`src/hw/rtl/pidsc_pkg.sv`:
```
// shared types, constants and rounding function for the pid steering controller
`timescale 1ns / 1ps

package pidsc_pkg;

  localparam int ERR_W   = 16;
  localparam int DIFF_W  = 17;
  localparam int GAIN_W  = 24;
  localparam int INTEG_W = 32;
  localparam int SQ_W    = 32;
  localparam int SQSUM_W = 48;
  localparam int CNT_W   = 32;
  localparam int STEER_W = 16;
  localparam int SUM_W   = 58;
  localparam int IDX_W   = 2;
  localparam int OUT_W   = STEER_W + SQSUM_W + CNT_W;

  localparam logic OP_PROCESS = 1'b0;
  localparam logic OP_CLEAR   = 1'b1;

  localparam logic [IDX_W-1:0] REG_GAIN_PROP  = 2'd0;
  localparam logic [IDX_W-1:0] REG_GAIN_INTEG = 2'd1;
  localparam logic [IDX_W-1:0] REG_GAIN_DERIV = 2'd2;

  localparam logic signed [STEER_W-1:0] STEER_ONE = 16'sd16384;
  localparam logic signed [SUM_W-1:0]   SUM_LIM   = 58'sd268435456;
  localparam logic signed [SUM_W-1:0]   SUM_HALF  = 58'sd8192;

  typedef struct packed {
    logic                       clr;
    logic signed [ERR_W-1:0]    e;
    logic signed [DIFF_W-1:0]   d;
    logic signed [INTEG_W-1:0]  integ;
    logic [SQSUM_W-1:0]         sq_total;
    logic [CNT_W-1:0]           count;
  } acc_t;

  typedef struct packed {
    logic                       clr;
    logic signed [SUM_W-1:0]    sum;
    logic [SQSUM_W-1:0]         sq_total;
    logic [CNT_W-1:0]           count;
  } law_t;

  // negate, clamp to +/-1.0 and round half up to q1.14
  function automatic logic signed [STEER_W-1:0] steer_round(input logic signed [SUM_W-1:0] s);
    logic signed [SUM_W-1:0] n;
    logic signed [SUM_W-1:0] r;
    n = -s;
    r = n + SUM_HALF;
    if (n >= SUM_LIM) begin
      return STEER_ONE;
    end else if (n <= -SUM_LIM) begin
      return -STEER_ONE;
    end else begin
      return r[14 +: STEER_W];
    end
  endfunction

endpackage

```
`src/hw/rtl/pidsc_law.sv`:
```
// control law: three gain products, then their sum
`timescale 1ns / 1ps

module pidsc_law (
  input  logic                                  clk,
  input  logic                                  load_prod,
  input  logic                                  load_sum,
  input  pidsc_pkg::acc_t                       acc,
  input  logic signed [pidsc_pkg::GAIN_W-1:0]   gain_prop,
  input  logic signed [pidsc_pkg::GAIN_W-1:0]   gain_integ,
  input  logic signed [pidsc_pkg::GAIN_W-1:0]   gain_deriv,
  output pidsc_pkg::law_t                       law_r
);

  logic signed [pidsc_pkg::GAIN_W+pidsc_pkg::ERR_W-1:0]   p_prop_r;
  logic signed [pidsc_pkg::GAIN_W+pidsc_pkg::INTEG_W-1:0] p_integ_r;
  logic signed [pidsc_pkg::GAIN_W+pidsc_pkg::DIFF_W-1:0]  p_deriv_r;
  logic                                                    clr_r;
  logic [pidsc_pkg::SQSUM_W-1:0]                           sq_total_r;
  logic [pidsc_pkg::CNT_W-1:0]                             count_r;
  logic signed [pidsc_pkg::SUM_W-1:0]                      sum;

  always_ff @(posedge clk) begin
    if (load_prod) begin
      p_prop_r   <= gain_prop * acc.e;
      p_integ_r  <= gain_integ * acc.integ;
      p_deriv_r  <= gain_deriv * acc.d;
      clr_r      <= acc.clr;
      sq_total_r <= acc.sq_total;
      count_r    <= acc.count;
    end
  end

  assign sum = p_prop_r + p_integ_r + p_deriv_r;

  always_ff @(posedge clk) begin
    if (load_sum) begin
      law_r.clr      <= clr_r;
      law_r.sum      <= sum;
      law_r.sq_total <= sq_total_r;
      law_r.count    <= count_r;
    end
  end

endmodule

```
`config.mk`:
```
export PLATFORM = sky130hd
export DESIGN_NAME = pidsc_law
export DESIGN_NICKNAME = d
export VERILOG_FILES = /design/src/hw/rtl/pidsc_pkg.sv /design/src/hw/rtl/pidsc_law.sv
export SDC_FILE = /design/constraint.sdc
export NUM_CORES = 2
export LEC_CHECK = 0
export BUFFER_PORTS_ARGS = -buffer_cell sky130_fd_sc_hd__buf_2
export CORE_UTILIZATION = 30
export CTS_CLUSTER_DIAMETER = 100
export DETAILED_ROUTE_END_ITERATION = 6
export SETUP_SLACK_MARGIN = 0.3
export SLEW_MARGIN = 20
export SYNTH_ARGS = -nofsm -noshare
export SYNTH_HDL_FRONTEND = slang
export SYNTH_SLANG_ARGS = --single-unit
```
`constraint.sdc`:
```
create_clock -name clk -period 15.3 [get_ports clk]
set_clock_uncertainty 0.1 [all_clocks]
set_input_delay 2.295 -clock clk [delete_from_list [all_inputs] [get_ports clk]]
set_output_delay 2.295 -clock clk [all_outputs]
set_load 0.02 [all_outputs]
```
==> impl_metrics.env <==
export IMPL_status="complete, no violations"
export IMPL_fill_cells=23400
export IMPL_wl_met3_um=8650
export IMPL_clockBufferDepth=3
export IMPL_arrival_ns=9.91
export IMPL_cp_required_ns=15.51
export IMPL_root_buffer="clkbuf_16"
export IMPL_dp_hpwl_um=151000
export IMPL_grt_pass1_vias=52700
export IMPL_hold_path_depth=0
export IMPL_cts_tree="done"
export IMPL_wirelength_um=181000
export IMPL_synth_cell_type_count=80
export IMPL_area_growth_pct=8.81
export IMPL_cap_violations=0
export IMPL_antenna_found_initial=37
export IMPL_setup_viol_count_final=0
export IMPL_detail_route_vias_per_cell=4.67
export IMPL_endpoint_kind="flop"
export IMPL_core_area_um2=230000
export IMPL_io_pins=360
export IMPL_num_vias=47100
export IMPL_cts_sinks=357
export IMPL_postSynthAreaPerCell_um2=10.1
export IMPL_cts_buffers=41
export IMPL_synth_warnings=0
export IMPL_slew_headroom_pct=33.5
export IMPL_met1_length_um=74400
export IMPL_cts_setup_buffers=0
export IMPL_syn_cell_area_um2=69500
export IMPL_worstMarginPinSlew_ns=0.997
export IMPL_track_usage_pct=15.9
export IMPL_portBuffers=359
export IMPL_max_freq_ghz=0.103
export IMPL_synth_seq_cells=357
export IMPL_ff2ff_path_depth=12
export IMPL_start_kind="primary input"
export IMPL_holdCritPathClass="flop to flop"
export IMPL_drv_slew=0
export IMPL_critPathMaxFanout=26
export IMPL_async_reset_ff_share_pct=0
export IMPL_highest_layer="met5"
export IMPL_cts_hold_buf=0
export IMPL_final_common_cell="fa_1"
export IMPL_wl_met2_um=90800
export IMPL_dieArea_um2=234000
export IMPL_hold_violations=0
export IMPL_period_minus_slack_ns=9.71
export IMPL_nets=9249
export IMPL_rr_endpoint="law_r[132]$_DFFE_PP_"
export IMPL_wl_per_cell_um=17.9
export IMPL_min_period_over_period_pct=63.4
export IMPL_die_width_um=483
export IMPL_synth_fp_nets=9106
export IMPL_grt_ovfl_total=0
export IMPL_crit_start="gain_integ[23]"
export IMPL_initial_utilization_pct=30.2
export IMPL_netlist_instances=6867
export IMPL_rrSetupSlack_ns=10.69
export IMPL_gp_congestion=0.874
export IMPL_htreeDepth=2
export IMPL_rsz0062_at_grt="no"
export IMPL_fin_setup_tns_ns=0
export IMPL_drt_iter0_markers=2648
export IMPL_r2r_start="p_integ_r[2]$_DFFE_PP_"
export IMPL_clk_insertion_delay_late_ns=0.60
export IMPL_synth_ff_type="edfxtp_1"
export IMPL_drc_errors=0
export IMPL_die_h_um=483
export IMPL_crit_path_end="p_integ_r[51]$_DFFE_PP_"
export IMPL_drt_first_pass_iters=5
export IMPL_rows=176
export IMPL_ys_seq_area_share_pct=15.4
export IMPL_ctsResizeCount=0
export IMPL_drive_above_1_share_pct=6.53
export IMPL_clk_pin_slew_worst_paths_ns=0.06
export IMPL_path_class="primary input to flop"
export IMPL_grt_max_degree=77
export IMPL_ant_nets=0
export IMPL_final_cell_mix="1615 x fa_1, 1602 x inv_1, 878 x nand2_1"
export IMPL_synth_edff_count=357
export IMPL_grt_first_pass_wirelength_um=293000
synthesized netlist by cell type (all sizes together) (3+ instances only):
master   number  area, µm²
xnor2       151       1320
xor2         45        394
inv        1602       6010
and3         26        163
fa         1615      32300
a31o          7       61.3
or3           4       25.0
o21bai       21        158
o211ai       16        125
a2111oi       5       50.0
nor2b        16        100
and2        686       4290
nand3        36        180
o41ai         3       41.3
a21o         77        578
or2           9       56.3
o22ai         3       18.8
edfxtp      357      10700
o211a         3       30.0
nand2       879       3300
nor3b         7       52.6
a211oi       18        145
o31ai         6       50.1
a21oi       167        840
nor4          4       25.0
a31oi        17        119
nor2        135        507
nand4        17        106
a21boi        9       67.6
o21a         24        180
nand2b       69        432
clkbuf      259        973
nor3         22        110
buf           7       30.0
ha          403       5040
o21ai       101        505
critical path, stage by stage:
cell      delay, ns
buf_2          0.27
clkinv_1       0.80
nor2_1         0.38
fa_1           0.47
fa_1           0.52
fa_1           0.46
fa_1           0.57
fa_1           0.45
fa_1           0.51
inv_1          0.05
fa_1           0.48
inv_1          0.05
ha_1           0.36
a211oi_2       0.24
o21ai_1        0.10
a311o_1        0.31
a32o_1         0.21
a41oi_2        0.29
o21ai_1        0.25
o41ai_2        0.35
o21ba_2        0.24
o21bai_1       0.09
xor2_1         0.14
cell families after synthesis:
logic type,after synthesis,synth area share [%]
AOI/OAI and AO/OA,506,4.68
DFF,357,15.4
buffers and inverters,1870,10.1
and+or+nand+nor,1920,13.6
adders and majority gates,2018,53.8
xor gates and xnor gates,196,2.47
layer usage:
layer	global-route usage [%]	vias up
met5	0	-
met4	5.58	26
met3	2.00	279
met2	27.8	1268
met1	20.1	24800
li1	-	20700
flip-flops by register name, indices dropped and copies added, names as in the netlist:
signal      flops
law_r         139
p_integ_r      56
sq_total_r     48
p_deriv_r      41
p_prop_r       40
count_r        32
clr_r           1
worst min path at each step:
stage | slack, ns | from | end
2_1_floorplan | 0.30 | count_r[0]$_DFFE_PP_ | law_r[0]$_DFFE_PP_
5_1_grt | 0.31 | count_r[9]$_DFFE_PP_ | law_r[9]$_DFFE_PP_
4_1_cts | 0.30 | count_r[9]$_DFFE_PP_ | law_r[9]$_DFFE_PP_
3_5_place_dp | 0.30 | sq_total_r[2]$_DFFE_PP_ | law_r[34]$_DFFE_PP_
3_3_place_gp | 0.30 | count_r[16]$_DFFE_PP_ | law_r[16]$_DFFE_PP_
6_report | 0.31 | count_r[9]$_DFFE_PP_ | law_r[9]$_DFFE_PP_
final cells by class:
type / instances / area, µm² / area share [%]
Inverter: 1604 / 6020 / 7.96
Antenna cell: 16 / 40.0 / 0.0529
Multi-Input combinational cell: 4640 / 51800 / 68.4
Timing Repair Buffer: 366 / 1870 / 2.47
Clock buffer: 48 / 1050 / 1.39
Clock inverter: 27 / 387 / 0.511
Sequential cell: 357 / 10700 / 14.2
Tap cell: 3026 / 3790 / 5.00
through the flow:
step	cell area (µm²)	hold slack (ns)	instances	setup WS [ns]	utilization (%)
3_5_place_dp	74200	0.305	9993	5.04	32.2
5_1_grt	75600	0.311	10100	5.15	32.9
6_report	75700	0.307	10100	5.59	32.9
4_1_cts	75600	0.296	10100	5.63	32.9
2_1_floorplan	69500	0.300	6867	6.33	-
3_3_place_gp	74200	0.300	9993	5.07	32.2
Power is not shown: default switching activity piles up to over one toggle a cycle in this logic, so the estimate is an artifact.
